[src/rtl/core/prefetch_staging_tag_table_macros.svh]
// ----------------------------------------------------------------------------
// prefetch_staging_tag_table_macros
// Assertion helpers for the staging tag table.
// ----------------------------------------------------------------------------
`ifndef PREFETCH_STAGING_TAG_TABLE_MACROS_SVH
`define PREFETCH_STAGING_TAG_TABLE_MACROS_SVH
// Check an implication on every clock edge outside reset.
`define PSTT_ASSERT(label, prop, msg) \
  label: assert property (@(posedge clk) disable iff (rst) (prop)) else $error(msg);
// Check an implication including cycles under reset.
`define PSTT_ASSERT_RST(label, prop, msg) \
  label: assert property (@(posedge clk) (prop)) else $error(msg);
`endif

[src/rtl/core/pstt_pkg.sv]
// ----------------------------------------------------------------------------
// pstt_pkg
// Shared types and constants of the prefetch staging tag table.
// ----------------------------------------------------------------------------
package pstt_pkg;
  localparam int STAGE_ENTRIES_DEF = 64;
  localparam int QUEUE_DEPTH_DEF   = 16;
  localparam int OFF_W   = 50;
  localparam int CNT_W   = 32;
  localparam int LAYER_W = 8;
  localparam int EXP_W   = 10;
  localparam logic [OFF_W-1:0] HDR_BYTES = OFF_W'(16);
  localparam logic [CNT_W-1:0] CNT_MAX   = '1;

  typedef enum logic [2:0] {
    CMD_PREFETCH = 3'd0,
    CMD_LOOKUP   = 3'd1,
    CMD_PROMOTE  = 3'd2,
    CMD_ISSUE    = 3'd3,
    CMD_COMPLETE = 3'd4
  } cmd_t;

  typedef enum logic [1:0] {
    REG_LAYER_COUNT = 2'd0,
    REG_EXPERTS     = 2'd1,
    REG_EXPERT_SIZE = 2'd2,
    REG_PACKED      = 2'd3
  } reg_idx_t;

  // Multiply request/response between the sequencer and the shared unit
  typedef struct packed {
    logic        start;
    logic [41:0] a;
    logic [31:0] b;
  } mul_req_t;

  typedef struct packed {
    logic             done;
    logic [OFF_W-1:0] prod;
  } mul_rsp_t;
endpackage

[src/rtl/core/pstt_mul.sv]
// ----------------------------------------------------------------------------
// pstt_mul
// Shared multiplier: 42x32 product in two 21x32 partial steps, mod 2^50.
// ----------------------------------------------------------------------------
module pstt_mul import pstt_pkg::*; (
  input  logic     clk,
  input  logic     rst,
  input  mul_req_t req,
  output mul_rsp_t rsp
);
  logic        busy;
  logic        step;
  logic [41:0] a;
  logic [31:0] b;
  logic [52:0] part;
  logic [OFF_W-1:0] acc;

  // One partial product per cycle, low half first
  assign part = (step ? {11'd0, a[41:21]} : {11'd0, a[20:0]}) * {21'd0, b};

  always_ff @(posedge clk) begin
    if (rst) begin
      busy     <= 1'b0;
      step     <= 1'b0;
      rsp.done <= 1'b0;
    end else begin
      rsp.done <= 1'b0;
      if (req.start) begin
        busy <= 1'b1;
        step <= 1'b0;
        a    <= req.a;
        b    <= req.b;
      end else if (busy) begin
        if (!step) begin
          acc  <= part[OFF_W-1:0];
          step <= 1'b1;
        end else begin
          rsp.prod <= acc + {part[28:0], 21'd0};
          rsp.done <= 1'b1;
          busy     <= 1'b0;
        end
      end
    end
  end
endmodule

[src/rtl/core/prefetch_staging_tag_table.sv]
// ----------------------------------------------------------------------------
// prefetch_staging_tag_table
// Tag controller for a direct-mapped staging store with a prefetch queue.
// ----------------------------------------------------------------------------
// Channel   Dir  Fields (low bit first)
// s_axis    in   tdata: cmd, layer, expert, load_ok
// m_axis    out  tdata: hit, accepted, load_valid, load_slot, load_layer,
//                load_expert, load_offset, queue_level, totals
// cfg       in   cfg_we, cfg_index, cfg_data
// Lookup and promote: key multiply, tag read, compare. Completion: key multiply,
// tag write. Issue: key multiply then offset multiply on the shared two-step
// multiplier (no offset multiply when the key is dropped, no multiply on an empty queue).
// Prefetch scans the waiting keys in turn, none when the queue is full. Unused codes go
// straight to the result. One item at a time; s_axis_tready is low while an
// item is in work or its result waits on m_axis, and rises the cycle after the
// result is taken. Reset is synchronous; the tag valid bits clear at once.
`include "prefetch_staging_tag_table_macros.svh"
module prefetch_staging_tag_table import pstt_pkg::*; #(
  parameter int QUEUE_DEPTH   = QUEUE_DEPTH_DEF
) (
  input  logic          clk,
  input  logic          rst,
  input  logic          s_axis_tvalid,
  output logic          s_axis_tready,
  input  logic [23:0]   s_axis_tdata,   // cmd[2:0] layer[10:3] expert[20:11] load_ok[21]
  output logic          m_axis_tvalid,
  input  logic          m_axis_tready,
  output logic [183:0]  m_axis_tdata,   // hit accepted load_valid load_slot load_layer
                                        // load_expert load_offset queue_level hit_total
                                        // miss_total done_total
  input  logic          cfg_we,
  input  logic [1:0]    cfg_index,
  input  logic [31:0]   cfg_data
);
  localparam int STAGE_ENTRIES = STAGE_ENTRIES_DEF;
  localparam int SW = (STAGE_ENTRIES > 1) ? $clog2(STAGE_ENTRIES) : 1;
  localparam int QW = (QUEUE_DEPTH > 1) ? $clog2(QUEUE_DEPTH) : 1;
  localparam int FW = $clog2(QUEUE_DEPTH + 1);

  typedef enum logic [2:0] {
    S_IDLE, S_SCAN, S_KEY, S_KEYW, S_TAG, S_OFF, S_OFFW, S_OUT
  } state_t;

  // configuration
  logic [8:0]  layer_count;
  logic [10:0] experts_per_layer;
  logic [31:0] expert_bytes;
  logic        packed_mode;

  // queue and tags
  logic [LAYER_W-1:0] q_layer [QUEUE_DEPTH];
  logic [EXP_W-1:0]   q_expert[QUEUE_DEPTH];
  logic [QW-1:0]      head;
  logic [FW-1:0]      fill;
  logic [STAGE_ENTRIES-1:0] e_valid;
  logic [LAYER_W-1:0] e_layer [STAGE_ENTRIES];
  logic [EXP_W-1:0]   e_expert[STAGE_ENTRIES];
  logic [CNT_W-1:0]   hits, misses, dones;

  state_t state;
  cmd_t   cmd;
  logic [2:0] cmd_raw;
  logic [LAYER_W-1:0] ly;
  logic [EXP_W-1:0]   ex;
  logic ok;
  logic [FW-1:0] scan_i;
  logic [QW-1:0] scan_q;
  logic [41:0]   key;
  logic [SW-1:0] slot;
  logic [LAYER_W-1:0] t_layer;
  logic [EXP_W-1:0]   t_expert;
  logic t_valid;

  // result fields
  logic r_hit, r_acc, r_lv;
  logic [5:0] r_slot;
  logic [OFF_W-1:0] r_off;

  mul_req_t mreq;
  mul_rsp_t mrsp;
  logic [FW:0]   scan_sum;
  logic [QW-1:0] head_inc;

  pstt_mul u_mul (.clk(clk), .rst(rst), .req(mreq), .rsp(mrsp));

  assign cmd     = cmd_t'(cmd_raw);
  assign s_axis_tready = (state == S_IDLE) && !m_axis_tvalid;
  // wrap the queue positions by compare and subtract
  assign scan_sum = (FW+1)'(head) + (FW+1)'(scan_i);
  assign scan_q   = (scan_sum >= (FW+1)'(QUEUE_DEPTH)) ?
                    QW'(scan_sum - (FW+1)'(QUEUE_DEPTH)) : QW'(scan_sum);
  assign head_inc = (head == QW'(QUEUE_DEPTH - 1)) ? '0 : head + QW'(1);
  assign slot     = key[SW-1:0];

  // drive the multiplier
  always_comb begin
    mreq.start = 1'b0;
    mreq.a     = {34'd0, ly};
    mreq.b     = {21'd0, experts_per_layer};
    if (state == S_KEY) begin
      mreq.start = 1'b1;
    end else if (state == S_OFF) begin
      mreq.start = 1'b1;
      mreq.a     = packed_mode ? key : {32'd0, ex};
      mreq.b     = expert_bytes;
    end
  end

  assign m_axis_tdata = {6'd0, dones, misses, hits, 5'(fill),
                         r_off, ex & {EXP_W{r_lv}}, ly & {LAYER_W{r_lv}},
                         r_slot, r_lv, r_acc, r_hit};

  // sequencer
  always_ff @(posedge clk) begin
    if (rst) begin
      state <= S_IDLE;
      m_axis_tvalid <= 1'b0;
      head <= '0;
      fill <= '0;
      e_valid <= '0;
      hits <= '0;
      misses <= '0;
      dones <= '0;
      layer_count <= 9'd48;
      experts_per_layer <= 11'd256;
      expert_bytes <= 32'd5308416;
      packed_mode <= 1'b0;
    end else begin
      if (cfg_we) begin
        unique case (reg_idx_t'(cfg_index))
          REG_LAYER_COUNT: layer_count <= cfg_data[8:0];
          REG_EXPERTS:     experts_per_layer <= cfg_data[10:0];
          REG_EXPERT_SIZE: expert_bytes <= cfg_data;
          REG_PACKED:      packed_mode <= cfg_data[0];
          default: ;
        endcase
      end
      if (m_axis_tvalid && m_axis_tready) m_axis_tvalid <= 1'b0;
      unique case (state)
        S_IDLE: begin
          if (s_axis_tvalid && s_axis_tready) begin
            cmd_raw <= s_axis_tdata[2:0];
            ok <= s_axis_tdata[21];
            r_hit <= 1'b0; r_acc <= 1'b0; r_lv <= 1'b0;
            r_slot <= '0; r_off <= '0;
            scan_i <= '0;
            // issue takes its key from the queue head
            if (s_axis_tdata[2:0] == CMD_ISSUE && fill != '0) begin
              ly <= q_layer[head];
              ex <= q_expert[head];
              head <= head_inc;
              fill <= fill - FW'(1);
            end else begin
              ly <= s_axis_tdata[10:3];
              ex <= s_axis_tdata[20:11];
            end
            unique case (s_axis_tdata[2:0])
              CMD_PREFETCH: state <= S_SCAN;
              CMD_LOOKUP, CMD_PROMOTE, CMD_COMPLETE: state <= S_KEY;
              CMD_ISSUE: state <= (fill == '0) ? S_OUT : S_KEY;
              default: state <= S_OUT;
            endcase
          end
        end
        // walk the waiting keys one per cycle
        S_SCAN: begin
          if (fill == FW'(QUEUE_DEPTH)) state <= S_OUT;
          else if (scan_i == fill) begin
            q_layer[scan_q]  <= ly;
            q_expert[scan_q] <= ex;
            fill  <= fill + FW'(1);
            r_acc <= 1'b1;
            state <= S_OUT;
          end else if (q_layer[scan_q] == ly && q_expert[scan_q] == ex) begin
            state <= S_OUT;
          end else scan_i <= scan_i + FW'(1);
        end
        S_KEY: state <= S_KEYW;
        S_KEYW: if (mrsp.done) begin
          key <= mrsp.prod[41:0] + {32'd0, ex};
          state <= S_TAG;
        end
        // read the tags of the slot; a completion also writes them
        S_TAG: begin
          t_valid  <= e_valid[slot];
          t_layer  <= e_layer[slot];
          t_expert <= e_expert[slot];
          if (cmd == CMD_ISSUE) r_slot <= 6'(slot);
          if (cmd == CMD_COMPLETE) begin
            e_valid[slot] <= ok;
            if (ok) begin
              e_layer[slot]  <= ly;
              e_expert[slot] <= ex;
              if (dones != CNT_MAX) dones <= dones + 1'b1;
            end
            state <= S_OUT;
          end else state <= S_OFF;
        end
        S_OFF: begin
          if (cmd == CMD_ISSUE) begin
            if ((t_valid && t_layer == ly && t_expert == ex) ||
                (!packed_mode && {1'b0, ly} >= layer_count)) begin
              r_slot <= '0;
              state <= S_OUT;
            end else state <= S_OFFW;
          end else begin
            if (t_valid && t_layer == ly && t_expert == ex) begin
              r_hit <= 1'b1;
              if (hits != CNT_MAX) hits <= hits + 1'b1;
            end else if (cmd == CMD_LOOKUP && misses != CNT_MAX) misses <= misses + 1'b1;
            r_slot <= '0;
            state <= S_OUT;
          end
        end
        S_OFFW: if (mrsp.done) begin
          r_off <= packed_mode ? mrsp.prod + HDR_BYTES : mrsp.prod;
          r_lv  <= 1'b1;
          state <= S_OUT;
        end
        S_OUT: begin
          m_axis_tvalid <= 1'b1;
          state <= S_IDLE;
        end
        default: state <= S_IDLE;
      endcase
    end
  end

  `PSTT_ASSERT(a_fill_range, fill <= FW'(QUEUE_DEPTH), "queue fill beyond depth")
  `PSTT_ASSERT(a_no_take_busy, m_axis_tvalid |-> !s_axis_tready, "item taken while result waits")
  `PSTT_ASSERT(a_lv_slot, (m_axis_tvalid && !r_lv) |-> (r_slot == '0 && r_off == '0), "load fields set without load")
  `PSTT_ASSERT_RST(a_rst_idle, $past(rst) |-> !m_axis_tvalid, "result after reset")
endmodule
[config.mk]
export PLATFORM = sky130hd
export DESIGN_NAME = prefetch_staging_tag_table
export DESIGN_NICKNAME = d
export VERILOG_FILES = /design/src/rtl/core/pstt_pkg.sv /design/src/rtl/core/pstt_mul.sv /design/src/rtl/core/prefetch_staging_tag_table.sv
export VERILOG_INCLUDE_DIRS = /design/src /design/src/rtl/core
export SDC_FILE = /design/constraint.sdc
export NUM_CORES = 2
export LEC_CHECK = 0
export BUFFER_PORTS_ARGS = -buffer_cell sky130_fd_sc_hd__buf_4
export CAP_MARGIN = 10
export CORE_ASPECT_RATIO = 0.6
export CORE_UTILIZATION = 40
export CTS_CLUSTER_DIAMETER = 60
export DETAILED_ROUTE_END_ITERATION = 8
export PLACE_DENSITY = 0.63
export SKIP_CTS_REPAIR_TIMING = 1
export SYNTH_ARGS = -nofsm -noshare
export SYNTH_HDL_FRONTEND = slang
export SYNTH_SLANG_ARGS = --single-unit
[constraint.sdc]
create_clock -name clk -period 11.35 [get_ports clk]
set_input_delay 1.7025 -clock clk [delete_from_list [all_inputs] [get_ports clk]]
set_output_delay 1.7025 -clock clk [all_outputs]
set_load 0.05 [all_outputs]
==> metrics <==
Final Max Tran Viols=0; r2r startpoint=u_mul.step; ys async rst share=0%; synthesized area=between 100000 and 150000 µm²; final core occ=45.3%; Post-Synthesis Cells=around 7.6k; Crit path required time=about 12 ns; status=completed; Critical Path AT=between 10 and 15 ns; Yosys top cell area share=52.4%; CTS tree=built; layout cells sized above 1=between 10% and 20%; initial antenna violation count=24; gpl congestion=a little over 0.9; WHS Endpoint=u_mul.rsp[2]; ranking of synthesized cells by area=edfxtp_1, fa_1, dfxtp_1; via count=between 60k and 70k; Area growth syn-to-layout=12.4%; clk buf depth=4; Hold Crit Start=u_mul.acc[2]; minimum clock period=just under 10 ns; final hold vios=0; Die Y=391 µm; CP max stage delay=a little under 0.8 ns; clock-pin slew on the worst setup and hold paths=approximately 0.070 ns; RSZ-0062 raised after global routing=no; pre-CTS setup slack=approximately 1.8 ns; Cell variety after synth=77; vias in the first global route=63.6k; sequential area share after synthesis=57.1%; CP top delay family=adder cells; gr usage total=between 20% and 30%; IO buf count=240; final setup vio count=0; root cell of the clock tree=clkbuf_16; endpoint type of the worst setup path=flip-flop; FF-to-FF setup slack=about 1.4 ns; hold path cells=0; Yosys reg bits=1994; DRT iter0 DRCs=about 9.3k; critical path peak fanout=20; r2r worst-path depth=27; H-tree Lvls=4; starting density of the core=40.3%; crit start category=flip-flop; core area=250000 µm²; Rows=between 100 and 150; DR vias/cell=around 5.9; max frequency=slightly above 0.1 GHz; CP max stage cell=a21oi_1; relative slew slack=10.7%; Final HPWL DP=208000 µm; Setup WS post-layout=1.44 ns; most frequent CP cell=fa_1; Synth area leader=edfxtp_1; global-route wire length before repair=roughly 450000 µm; Avg Cell Area, Syn=roughly 13 µm²; Detailed Routing Iterations Pass 1=8; EDFF count, synth=1761; Synth Warn #=0; max capacitance violation total=0; DRC=0; Final Non-Filler Cells=approximately 11k; DP Cell Count=between 10k and 15k; clock skew=0.0695 ns; Die ar.=between 200000 and 300000 µm²; number of fill cells=about 22k; Worst-Margin Slew=1.34 ns; grt ovf=0; IO Pins=249; largest net degree at the start of global routing=116; Hold Path Class=flip-flop to flip-flop; kind of critical path=flip-flop to flip-flop; clock latency on the worst-skew pair=0.88 ns; CTS Buf Count=~200; DRT antenna net count=0; clock sinks=approximately 2k; Post-Route WL=~310000 µm; Die Wd=650 µm; Avg WL per Cell=27.7 µm; Final #Nets=between 8k and 9k; CP bufs+invs=6; Setup TNS=0 ns; fin crit share=between 80% and 90%; Synth Flop Type=edfxtp_1; Worst R2R End=u_mul.rsp[48]
flip-flops by register name, indices dropped and copies added (netlist names), 50 cells and up, named ones only:
register,flops
e_layer,512
q_expert,160
e_expert,640
e_valid,64
q_layer,128
u_mul.acc,50
u_mul.rsp,51
r_off,50
area by class of cell:
| cell class | count | area (µm²) | area share [%] |
|---|---|---|---|
| Antenna cell | 3 | 7.51 | 0.00662 |
| Clock buffer | 240 | 5150 | 4.54 |
| Clock inverter | 112 | 1080 | 0.954 |
| Inverter | 594 | 2230 | 1.97 |
| Multi-Input combinational cell | 4505 | 39600 | 34.9 |
| Sequential cell | 1994 | 57600 | 50.8 |
| Tap cell | 3312 | 4140 | 3.65 |
| Timing Repair Buffer | 470 | 3640 | 3.21 |
kinds of logic after synthesis:
group | share of synthesized area [%]
buf+inv | 4.06
flops | 57.1
other cells | 0.00372
mux | 4.37
fa+ha+maj | 13.8
xor+xnor | 2.30
simple gates | 9.39
compound gates | 9.02
worst reg2reg max path: stages (launching register included):
cell      delay (ns)
dfxtp_1         0.59
buf_4           0.38
mux2_2          0.62
buf_4           0.34
and2_1          0.19
fa_1            0.50
inv_1           0.06
fa_1            0.54
inv_1           0.06
fa_1            0.50
fa_1            0.56
fa_1            0.47
fa_1            0.53
inv_1           0.06
fa_1            0.48
inv_1           0.06
ha_1            0.44
nand3_1         0.13
a211oi_1        0.54
o21ai_0         0.25
a21oi_1         0.34
o21ai_0         0.14
a21oi_1         0.78
ha_1            0.44
or2_2           0.30
a21oi_1         0.16
a31oi_1         0.07
xor2_1          0.16
stage by stage:
| stage | area, µm² | hold WS, ns |
|---|---|---|
| floorplan | 101000 | 0.400 |
| global placement | 107000 | 0.402 |
| detailed placement | 107000 | 0.405 |
| CTS | 113000 | 0.413 |
| global route | 113000 | 0.418 |
| finish | 113000 | 0.412 |
per-layer routing:
metal	track usage, %	up-vias	part of all wire, %
li1	-	27800	-
met1	37.1	34100	43
met2	33.4	4168	41
met3	6.87	397	14
met4	5.32	2	2.4
met5	0	-	0.0064
synthesized netlist by cell type, types with 16 or more instances:
cell type	count
clkbuf_1	383
and2_1	404
a21o_1	49
xnor2_1	129
nor2b_1	19
nor3_1	63
ha_1	201
fa_1	569
a22o_1	124
a31oi_1	145
inv_1	593
a21oi_1	241
buf_1	51
dfxtp_1	233
a221oi_1	132
nand2_1	628
xor2_1	136
nand2b_1	21
and3_1	79
o21a_1	22
mux4_2	160
nor2_1	331
nor4_1	41
mux2_2	39
or3_1	39
buf_4	16
mux2i_1	31
nand3_1	163
nand4_1	74
edfxtp_1	1761
o21ai_0	145
a22oi_1	361
placed cells by master, fill, tap and decap left out, drive strengths merged, types with 129 or more instances in the layout:
master	count
a21oi	241
a221oi	132
a22oi	361
a31oi	145
and2	405
buf	468
clkbuf	242
dfxtp	233
edfxtp	1761
fa	569
ha	201
inv	606
mux4	162
nand2	628
nand3	163
nor2	331
o21ai	145
xnor2	129
xor2	136
worst max path at each step:
stage	from	to	cells after the start
3_5_place_dp	u_mul.step	u_mul.rsp[48]	27
5_1_grt	u_mul.step	u_mul.rsp[48]	26
2_1_floorplan	rst	r_lv	3
3_3_place_gp	u_mul.step	u_mul.rsp[49]	28
4_1_cts	u_mul.step	u_mul.rsp[48]	27
6_report	u_mul.step	u_mul.rsp[48]	27
Power is left out: the tool's default activity adds up to more than one toggle a clock period on the data nets, which glitch-free logic cannot reach.
